File: config.mk
export PLATFORM = sky130hd
export DESIGN_NAME = line_sensor_packet_deframer_top
export DESIGN_NICKNAME = d
export VERILOG_FILES = /design/src/lspd_pkg.sv /design/src/lspd_frame_check.sv /design/src/line_sensor_packet_deframer_top.sv
export SDC_FILE = /design/constraint.sdc
export NUM_CORES = 1
export LEC_CHECK = 0
export ABC_AREA = 0
export BUFFER_PORTS_ARGS = -buffer_cell sky130_fd_sc_hd__buf_2
export CAP_MARGIN = 10
export CORE_MARGIN = 2
export CORE_UTILIZATION = 45
export CTS_CLUSTER_SIZE = 28
export DETAILED_ROUTE_END_ITERATION = 12
export GPL_TIMING_DRIVEN = 0
export MAX_ROUTING_LAYER = met4
export PLACE_DENSITY = 0.71
export SLEW_MARGIN = 20
export SYNTH_ARGS = -nofsm -noshare
export SYNTH_HDL_FRONTEND = slang
export SYNTH_SLANG_ARGS = --single-unit
File: constraint.sdc
create_clock -name i_clk -period 19.7 [get_ports i_clk]
set_clock_uncertainty 0.1 [all_clocks]
set_input_delay 0.985 -clock i_clk [delete_from_list [all_inputs] [get_ports i_clk]]
set_output_delay 0.985 -clock i_clk [all_outputs]
set_load 0.02 [all_outputs]
File: src/lspd_pkg.sv
package lspd_pkg;

    // Packet layout: header, flags, sensor hi/lo, angle hi/lo, calib, checksum, footer.
    localparam int PKT_LEN  = 9;
    localparam int HELD_MAX = PKT_LEN - 1;
    localparam int FILL_W   = $clog2(HELD_MAX + 1);

    // Counter storage width default and the width each counter has on the result.
    localparam int COUNTER_WIDTH_DEF = 32;
    localparam int OUT_CNT_W         = 32;

    // Configuration port.
    localparam int CFG_IDX_W = 8;
    localparam logic [CFG_IDX_W-1:0] REG_HEADER = CFG_IDX_W'(0);
    localparam logic [CFG_IDX_W-1:0] REG_FOOTER = CFG_IDX_W'(1);

    localparam logic [7:0] HEADER_RESET = 8'hFF;
    localparam logic [7:0] FOOTER_RESET = 8'hFE;
    localparam logic [7:0] ON_LINE_MASK = 8'h01;

    // Outcome counter slots.
    localparam int CNT_GOOD  = 0;
    localparam int CNT_HDR   = 1;
    localparam int CNT_FTR   = 2;
    localparam int CNT_SUM   = 3;
    localparam int CNT_BYTES = 4;
    localparam int NUM_CNT   = 5;

    typedef enum logic [2:0] {
        STATUS_HELD     = 3'd0,
        STATUS_HDR_ERR  = 3'd1,
        STATUS_FTR_ERR  = 3'd2,
        STATUS_SUM_ERR  = 3'd3,
        STATUS_ACCEPTED = 3'd4
    } t_status;

    typedef enum logic {
        CMD_BYTE   = 1'b0,
        CMD_RESYNC = 1'b1
    } t_cmd;

    // Element 0 is the oldest held byte.
    typedef logic [HELD_MAX-1:0][7:0] t_window;

    typedef struct packed {
        t_cmd       command;
        logic [7:0] data_byte;
    } t_in_item;

    typedef struct packed {
        t_status               status;
        logic                  data_valid;
        logic                  on_line;
        logic [15:0]           sensor_bits;
        logic signed [15:0]    angle_tenths;
        logic [7:0]            calib_state;
        logic [OUT_CNT_W-1:0]  good_packets;
        logic [OUT_CNT_W-1:0]  header_errors;
        logic [OUT_CNT_W-1:0]  footer_errors;
        logic [OUT_CNT_W-1:0]  checksum_errors;
        logic [OUT_CNT_W-1:0]  bytes_received;
    } t_out_item;

endpackage

File: src/lspd_frame_check.sv
// Checks one full candidate packet: the eight held bytes plus the arriving one.
module lspd_frame_check
    import lspd_pkg::*;
(
    input  t_window    i_window,
    input  logic [7:0] i_last_byte,
    input  logic [7:0] i_header,
    input  logic [7:0] i_footer,
    output t_status    o_status
);

    logic [7:0] sum;

    always_comb begin
        sum = 8'h00;
        for (int k = 1; k <= PKT_LEN - 3; k++) begin
            sum = sum ^ i_window[k];
        end
    end

    // Header is checked first, then footer, then the checksum.
    always_comb begin
        if (i_window[0] != i_header) begin
            o_status = STATUS_HDR_ERR;
        end else if (i_last_byte != i_footer) begin
            o_status = STATUS_FTR_ERR;
        end else if (sum != i_window[PKT_LEN-2]) begin
            o_status = STATUS_SUM_ERR;
        end else begin
            o_status = STATUS_ACCEPTED;
        end
    end

endmodule

File: src/line_sensor_packet_deframer_top.sv
// Channel   Direction  Handshake                 Payload
// input     in         i_in_valid / o_in_stall   i_in_data  (t_in_item)
// result    out        o_out_valid / i_out_stall o_out_data (t_out_item)
// config    in         i_cfg_valid / o_cfg_ready i_cfg_index, i_cfg_data
//
// Each accepted item yields one result item, shown in the cycle after it is taken,
// or parked in the skid register behind a stalled result until that one leaves.
// Items can enter every cycle the skid is empty; the check is one compare/XOR stage.
// Reset is synchronous and active low; it clears the window fill, the held packet
// data, the counters and both result slots, and loads the header and footer defaults.
// The input is stalled only while the skid register holds an item.
module line_sensor_packet_deframer_top
    import lspd_pkg::*;
#(
    parameter int COUNTER_WIDTH = COUNTER_WIDTH_DEF
) (
    input  logic                 i_clk,
    input  logic                 i_rst_n,

    input  logic                 i_in_valid,
    output logic                 o_in_stall,
    input  t_in_item             i_in_data,

    output logic                 o_out_valid,
    input  logic                 i_out_stall,
    output t_out_item            o_out_data,

    input  logic                 i_cfg_valid,
    output logic                 o_cfg_ready,
    input  logic [CFG_IDX_W-1:0] i_cfg_index,
    input  logic [7:0]           i_cfg_data
);

    // Configuration registers.
    logic [7:0] r_header;
    logic [7:0] r_footer;

    // Deframer state. The window shifts in at the top, so the held bytes always
    // sit in the upper r_fill entries and entry 0 is the oldest once it is full.
    t_window                  r_window;
    t_window                  n_window;
    logic [FILL_W-1:0]        r_fill;
    logic [FILL_W-1:0]        n_fill;
    logic                     r_held_valid;
    logic                     n_held_valid;
    logic                     r_on_line;
    logic                     n_on_line;
    logic [15:0]              r_sensor;
    logic [15:0]              n_sensor;
    logic [15:0]              r_angle;
    logic [15:0]              n_angle;
    logic [7:0]               r_calib;
    logic [7:0]               n_calib;
    logic [COUNTER_WIDTH-1:0] r_cnt [NUM_CNT];
    logic [COUNTER_WIDTH-1:0] n_cnt [NUM_CNT];

    // Result register plus skid register.
    logic      r_out_valid;
    t_out_item r_out_data;
    logic      r_skid_valid;
    t_out_item r_skid_data;

    t_status   chk_status;
    t_status   status;
    t_out_item result;
    logic      in_accept;
    logic      out_free;

    assign o_cfg_ready = 1'b1;
    assign o_in_stall  = r_skid_valid;
    assign o_out_valid = r_out_valid;
    assign o_out_data  = r_out_data;

    assign in_accept = i_in_valid && !r_skid_valid;
    assign out_free  = !r_out_valid || !i_out_stall;

    lspd_frame_check u_frame_check (
        .i_window    (r_window),
        .i_last_byte (i_in_data.data_byte),
        .i_header    (r_header),
        .i_footer    (r_footer),
        .o_status    (chk_status)
    );

    // Next state for the item at the input. The check result only counts when
    // the window is already full.
    always_comb begin
        n_window     = r_window;
        n_fill       = r_fill;
        n_held_valid = r_held_valid;
        n_on_line    = r_on_line;
        n_sensor     = r_sensor;
        n_angle      = r_angle;
        n_calib      = r_calib;
        n_cnt        = r_cnt;
        status       = STATUS_HELD;

        if (i_in_data.command == CMD_RESYNC) begin
            n_fill = '0;
        end else begin
            n_cnt[CNT_BYTES] = r_cnt[CNT_BYTES] + COUNTER_WIDTH'(1);
            if (r_fill < FILL_W'(HELD_MAX)) begin
                n_window = {i_in_data.data_byte, r_window[HELD_MAX-1:1]};
                n_fill   = r_fill + FILL_W'(1);
            end else begin
                status = chk_status;
                case (chk_status)
                    STATUS_ACCEPTED: begin
                        n_cnt[CNT_GOOD] = r_cnt[CNT_GOOD] + COUNTER_WIDTH'(1);
                        n_held_valid    = 1'b1;
                        n_on_line       = |(r_window[1] & ON_LINE_MASK);
                        n_sensor        = {r_window[2], r_window[3]};
                        n_angle         = {r_window[4], r_window[5]};
                        n_calib         = r_window[6];
                        n_fill          = '0;
                    end
                    STATUS_HDR_ERR: begin
                        n_cnt[CNT_HDR] = r_cnt[CNT_HDR] + COUNTER_WIDTH'(1);
                    end
                    STATUS_FTR_ERR: begin
                        n_cnt[CNT_FTR] = r_cnt[CNT_FTR] + COUNTER_WIDTH'(1);
                    end
                    default: begin
                        n_cnt[CNT_SUM] = r_cnt[CNT_SUM] + COUNTER_WIDTH'(1);
                    end
                endcase
                // A rejected packet drops only its oldest byte.
                if (chk_status != STATUS_ACCEPTED) begin
                    n_window = {i_in_data.data_byte, r_window[HELD_MAX-1:1]};
                end
            end
        end
    end

    // The result reports the state as it stands after this item.
    always_comb begin
        result.status          = status;
        result.data_valid      = n_held_valid;
        result.on_line         = n_on_line;
        result.sensor_bits     = n_sensor;
        result.angle_tenths    = n_angle;
        result.calib_state     = n_calib;
        result.good_packets    = OUT_CNT_W'(n_cnt[CNT_GOOD]);
        result.header_errors   = OUT_CNT_W'(n_cnt[CNT_HDR]);
        result.footer_errors   = OUT_CNT_W'(n_cnt[CNT_FTR]);
        result.checksum_errors = OUT_CNT_W'(n_cnt[CNT_SUM]);
        result.bytes_received  = OUT_CNT_W'(n_cnt[CNT_BYTES]);
    end

    // Configuration writes; indexes outside the register list are dropped.
    always_ff @(posedge i_clk) begin
        if (!i_rst_n) begin
            r_header <= HEADER_RESET;
            r_footer <= FOOTER_RESET;
        end else if (i_cfg_valid && o_cfg_ready) begin
            unique case (i_cfg_index)
                REG_HEADER: r_header <= i_cfg_data;
                REG_FOOTER: r_footer <= i_cfg_data;
                default:    ;
            endcase
        end
    end

    // Deframer state updates on every accepted item.
    always_ff @(posedge i_clk) begin
        if (!i_rst_n) begin
            r_fill       <= '0;
            r_held_valid <= 1'b0;
            r_on_line    <= 1'b0;
            r_sensor     <= '0;
            r_angle      <= '0;
            r_calib      <= '0;
            for (int k = 0; k < NUM_CNT; k++) begin
                r_cnt[k] <= '0;
            end
        end else if (in_accept) begin
            r_fill       <= n_fill;
            r_held_valid <= n_held_valid;
            r_on_line    <= n_on_line;
            r_sensor     <= n_sensor;
            r_angle      <= n_angle;
            r_calib      <= n_calib;
            r_cnt        <= n_cnt;
        end
    end

    // Window bytes carry no reset; only entries that were written are ever checked.
    always_ff @(posedge i_clk) begin
        if (in_accept) begin
            r_window <= n_window;
        end
    end

    // Result register and skid register. The skid slot drains first so that the
    // order of results is kept; an item is only taken while the skid is empty.
    always_ff @(posedge i_clk) begin
        if (!i_rst_n) begin
            r_out_valid  <= 1'b0;
            r_skid_valid <= 1'b0;
        end else if (out_free) begin
            if (r_skid_valid) begin
                r_out_valid  <= 1'b1;
                r_out_data   <= r_skid_data;
                r_skid_valid <= 1'b0;
            end else if (in_accept) begin
                r_out_valid <= 1'b1;
                r_out_data  <= result;
            end else begin
                r_out_valid <= 1'b0;
            end
        end else if (in_accept) begin
            r_skid_valid <= 1'b1;
            r_skid_data  <= result;
        end
    end

endmodule

==> impl_metrics.env, run 1 <==
export IMPL_finalNetCount=2964
export IMPL_cp_start_kind="input port"
export IMPL_synthFlopType="edfxtp_1"
export IMPL_finalWirelength_mm=83.1
export IMPL_grt_pass1_vias=21600
export IMPL_hpwl_mm=59.0
export IMPL_drc=0
export IMPL_r2r_start="r_footer[4]"
export IMPL_via_count=22500
export IMPL_clockBufferDepth=3
export IMPL_final_cell_area_sq_um=36100
export IMPL_multiInputGateArea_sq_um=11400
export IMPL_min_from="r_held_valid"
export IMPL_clk_pin_slew_ns=0.06
export IMPL_ys_async_sr_fraction_pct=0
export IMPL_leakage_uw=0.0126
export IMPL_synth_seq_area_share_pct=60.6
export IMPL_synth_simple_area_share_pct=14.1
export IMPL_yosysWarnings=0
export IMPL_yosys_area_share_xor_xnor_pct=6.73
export IMPL_required_ns=19.95
export IMPL_ios=238
export IMPL_hold_depth=1
export IMPL_grt_use_met3_pct=3.93
export IMPL_fillers=5795
export IMPL_gp_congestion=0.933
export IMPL_grt_util_met1_pct=30.9
export IMPL_power_density_nw_per_um2=88.0
export IMPL_synth_compound_area_share_pct=8.07
export IMPL_cts_buffers=74
export IMPL_clk_insertion_delay_late_ns=0.63
export IMPL_syn_num_nets=2619
export IMPL_post_cts_resized=0
export IMPL_end_kind="flip-flop"
export IMPL_fin_cells=3871
export IMPL_synthToLayoutAreaGrowth_pct=17.0
export IMPL_cts_sinks=698
export IMPL_critPathArrivalTime_ns=5.15
export IMPL_period_needed_ns=4.90
export IMPL_period_share_pct=24.9
export IMPL_power_ir_vdd_worst_v=0.0000621
export IMPL_grt_overflow=0
export IMPL_die_area_sq_um=70700
export IMPL_timing_rr_end="o_out_data[200]"
export IMPL_drive_above_1_share_pct=19.9
export IMPL_hold_viol=0
export IMPL_drv_cap=0
export IMPL_synth_edf_count=474
export IMPL_first_iter_violations=2300
export IMPL_rsz0062_at_grt="false"
export IMPL_die_x_um=266
export IMPL_synth_distinct_cells=54
export IMPL_hp_class="reg -> reg"
export IMPL_syn_inst=2583
export IMPL_wl_per_cell_um=21.5
export IMPL_reg2reg_slack_ns=14.94
export IMPL_relSlewSlack_pct=31.7
export IMPL_busiest_layer="met2"
export IMPL_grtUsageTotal_pct=23.5
export IMPL_grt_max_degree=50
export IMPL_placed_cells=3734
export IMPL_core_area_sq_um=68200
export IMPL_final_max_slew_viol_count=0
export IMPL_dpl_instance_area_sq_um=33600
export IMPL_viasPerCell=5.81
export IMPL_gr_usage_met2_pct=37.2
export IMPL_reg2reg_depth=10
export IMPL_port_buffer_count=236
export IMPL_synthesis_area_sq_um=30900
export IMPL_drtPass1Iterations=6
export IMPL_syn_avg_cell_area_sq_um=12.0
export IMPL_final_cell_mix="edfxtp_1, buf_2, dfxtp_1, mux2_2, clkbuf_1"
export IMPL_status="completed"
export IMPL_hold_buffers=0
export IMPL_ant_nets=0
export IMPL_fp_row_count=96
export IMPL_final_common_cell="edfxtp_1"
export IMPL_ff_latch_area_sq_um=18700
export IMPL_cts_tree="done"
export IMPL_setup_viol=0
export IMPL_chipHeight_um=266
export IMPL_grt_antenna_before_repair=3
export IMPL_cts_setup_buffers=0
export IMPL_p_total_uw=3180
export IMPL_fin_util_pct=52.9
export IMPL_path_class="in -> reg"
export IMPL_cts_root_buffer="clkbuf_16"
export IMPL_min_to="r_held_valid"
export IMPL_fmax_ghz=0.204
export IMPL_synthMuxAreaShare_pct=7.79
export IMPL_synth_fa_ha_area_share_pct=0.243
export IMPL_synth_top_family_by_area="simple AND/OR/NAND/NOR gates"
export IMPL_ys_seq_elements=698
export IMPL_path_max_fanout=10
export IMPL_worst_pin_slew_ns=1.03
export IMPL_cts_max_level=3
export IMPL_grt_pass1_wl_mm=126
export IMPL_initial_core_util_pct=45.2
## flip-flops by register name, summed over array words and instances, names as in the netlist, 16 cells and up
name         cells
o_out_data     205
r_angle         16
r_cnt          160
r_sensor        16
r_skid_data    205
r_window        64
## cell families (layout without fill, tap and decap cells)
kind of cell               count (synthesis)  in the layout
adders and majority gates                  6              6
muxes                                    216            216
DFF                                      698            698
AOI/OAI and AO/OA                        421            421
xor gates and xnor gates                 212            212
other                                      1              2
and+or+nand+nor                          833            833
buffers and inverters                    196            601
## layout make-up
class,count,area share (%)
multi-input cells,1689,31.6
plain buffers,177,1.91
well taps,882,3.05
clock buffers,102,5.79
clock inverters,34,1.07
flip-flops and latches,698,51.8
diodes,1,0.00693
inverters,19,0.197
repair buffers,269,4.52
## how the worst max path moves through the flow
stage / start / endpoint / slack, ns / depth (start not counted)
after global routing: i_in_data[5] / o_out_data[199] / 14.66 / 11
after detailed placement: i_in_data[4] / o_out_data[199] / 14.23 / 11
after floorplan: i_in_valid / r_skid_data[0] / 3.20 / 4
after global placement: i_in_valid / r_skid_data[177] / -4.13 / 5
final: i_in_data[5] / o_out_data[200] / 14.80 / 11
after CTS: i_in_data[4] / o_out_data[200] / 14.82 / 11
## Yosys cell counts, drive strengths merged, types with 4 or more instances
cell,count,area share [%]
a2111oi,9,0.26
a21oi,145,2.4
a31oi,42,0.85
and2,12,0.24
and3,23,0.47
and4,15,0.43
buf,15,0.25
clkbuf,162,2.0
dfxtp,224,15
edfxtp,474,46
ha,6,0.24
inv,18,0.22
mux2,193,7.0
mux2i,23,0.75
nand2,168,2.0
nand2b,13,0.26
nand3,120,1.9
nand4,70,1.4
nand4b,4,0.11
nor2,167,2.0
nor3,40,0.65
nor4,35,0.73
o2111ai,5,0.14
o211ai,10,0.24
o21a,5,0.12
o21ai,120,1.9
o31ai,70,1.7
or2,8,0.16
or3,74,1.5
or4,77,1.9
xnor2,109,3.1
xnor3,16,1.2
xor2,87,2.5
## power breakdown
group | total, uW | leakage, uW | switching (uW) | internal (uW)
Sequential | 1600 | 0.00595 | 13.9 | 1590
Clock | 1430 | 0.00121 | 589 | 840
Combinational | 145 | 0.00542 | 99.1 | 45.8
Total | 3180 | 0.0126 | 702 | 2480
## metrics by stage
| stage | hold WS [ns] | setup TNS [ns] | setup WS (ns) |
|---|---|---|---|
| after global routing | 0.373 | 0 | 14.66 |
| after floorplan | 0.332 | 0 | 3.20 |
| final | 0.359 | 0 | 14.80 |
| after global placement | 0.343 | -841.82 | -4.13 |
| after CTS | 0.359 | 0 | 14.82 |
| after detailed placement | 0.345 | 0 | 14.23 |
## critical path, cell delays in order
cell,delay (ns)
buf_2,0.12
xor2_1,0.14
nor4_1,0.82
and2_1,0.23
clkbuf_1,0.55
nand4_1,0.29
inv_1,0.21
clkbuf_1,0.54
buf_1,0.53
mux2_2,0.42
mux2_2,0.31
## per-layer routing
layer  up-vias  share of wire [%]
met5         -                  0
met4         0                2.8
met3       148                7.3
met2       906                 47
met1     11000                 43
li1      10400                  -
Power figures use the tool's default switching activity.
==> run 2: changes to the inputs <==
PLACE_DENSITY = 0.73   (was 0.71)
clock period = 4.32 ns   (was 19.7 ns; I/O delays follow)
==> impl_metrics.env, run 2 (synthesis gave the netlist of run 1 again) <==
export IMPL_chipHeight_um=266
export IMPL_finalSetupTns_ns=0
export IMPL_period_needed_ns=4.12
export IMPL_grt_pass1_vias=21100
export IMPL_hpwl_mm=57.1
export IMPL_hold_viol=0
export IMPL_synthToLayoutAreaGrowth_pct=18.3
export IMPL_grtUsageTotal_pct=23.5
export IMPL_setup_viol=0
export IMPL_clk_pin_slew_ns=0.06
export IMPL_drtPass1Iterations=5
export IMPL_cp_start_kind="flip-flop"
export IMPL_rsz0062_at_grt="false"
export IMPL_required_ns=4.50
export IMPL_die_x_um=266
export IMPL_drive_above_1_share_pct=20.1
export IMPL_busiest_layer="met2"
export IMPL_finalNetCount=2976
export IMPL_grt_util_met1_pct=30.7
export IMPL_fmax_ghz=0.243
export IMPL_path_max_fanout=10
export IMPL_finalWirelength_mm=82.4
export IMPL_fp_row_count=96
export IMPL_fin_util_pct=53.5
export IMPL_dpl_instance_area_sq_um=33800
export IMPL_wl_per_cell_um=21.2
export IMPL_cts_setup_buffers=0
export IMPL_drv_cap=0
export IMPL_final_cell_area_sq_um=36500
export IMPL_clockBufferDepth=3
export IMPL_grt_use_met3_pct=4.53
export IMPL_end_kind="flip-flop"
export IMPL_grt_pass1_wl_mm=125
export IMPL_viasPerCell=5.73
export IMPL_cts_tree="done"
export IMPL_gr_usage_met2_pct=37.1
export IMPL_final_max_slew_viol_count=0
export IMPL_period_share_pct=95.3
export IMPL_core_area_sq_um=68200
export IMPL_grt_max_degree=47
export IMPL_ios=238
export IMPL_drc=0
export IMPL_leakage_uw=0.0127
export IMPL_cts_max_level=3
export IMPL_setup_ws_ns=0.204
export IMPL_final_cell_mix="edfxtp_1, buf_2, dfxtp_1, mux2_2, nand2_1"
export IMPL_grt_antenna_before_repair=4
export IMPL_die_area_sq_um=70700
export IMPL_cts_sinks=698
export IMPL_worst_pin_slew_ns=1.09
export IMPL_cts_buffers=74
export IMPL_fin_cells=3885
export IMPL_port_buffer_count=236
export IMPL_fillers=5755
export IMPL_critPathArrivalTime_ns=4.30
export IMPL_initial_core_util_pct=45.2
export IMPL_via_count=22300
export IMPL_final_common_cell="edfxtp_1"
export IMPL_first_iter_violations=2249
export IMPL_clk_insertion_delay_late_ns=0.63
export IMPL_placed_cells=3728
export IMPL_status="completed"
export IMPL_power_ir_vdd_worst_v=0.000303
export IMPL_pre_cts_slack_ns=-0.492
export IMPL_cts_root_buffer="clkbuf_16"
export IMPL_relSlewSlack_pct=27.2
export IMPL_power_density_nw_per_um2=400
export IMPL_gp_congestion=0.922
export IMPL_hp_class="in -> reg"
export IMPL_path_class="reg -> reg"
export IMPL_ant_nets=0
export IMPL_grt_overflow=0
==> run 2: path summary, 6_finish.rpt <==
path	from	to	slack [ns]	cells past startpoint
worst min register to register	r_held_valid	r_held_valid	0.36	1
worst max register to register	r_window[17]	o_out_data[156]	0.20	9
worst max-delay path	r_window[17]	o_out_data[156]	0.20	9
worst min-delay path	i_cfg_index[0]	r_header[3]	0.04	4
==> run 2: metal layers <==
metal	share of wire (%)	up-vias
li1	-	10400
met1	43	10800
met2	47	926
met3	7.7	125
met4	2.5	0
met5	0	-
==> run 2: power by group <==
group	internal (uW)	switching, uW
sequential	7250	62.6
clock	3930	2690
combinational	229	457
total	11400	3210
==> run 2: area by class of cell <==
class / instances / area [sq um] / area share [%]
diodes: 4 / 10.0 / 0.0274
clock buffers: 95 / 2060 / 5.65
plain buffers: 175 / 703 / 1.93
well taps: 882 / 1100 / 3.02
inverters: 19 / 71.3 / 0.195
multi-input cells: 1689 / 11500 / 31.4
clock inverters: 40 / 455 / 1.25
repair buffers: 283 / 1930 / 5.30
flip-flops and latches: 698 / 18700 / 51.3
==> run 2: timing repair <==
item                                   4_1_cts  5_1_grt
gates resized for setup                      3        0
endpoints found under the hold margin       30        0
setup endpoints to repair                   21       10
pin swaps                                    0        0
hold buffers                                20        0
==> run 2: metrics by stage <==
stage	hold WS, ns	power, uW
6_report	0.0357	14600
5_1_grt	0.0373	15000
4_1_cts	0.00990	14700
3_5_place_dp	0.338	8120
3_3_place_gp	0.339	8090
2_1_floorplan	0.215	7820
==> run 2: critical path, stage by stage, from the launching register on <==
cell and delay, ns:
edfxtp_1 0.45, xnor3_1 0.45, xnor3_1 0.45, or4_4 0.50
buf_6 0.16, or4_4 0.54, buf_6 0.15, clkbuf_1 0.25
o31ai_1 0.44, a31oi_1 0.28
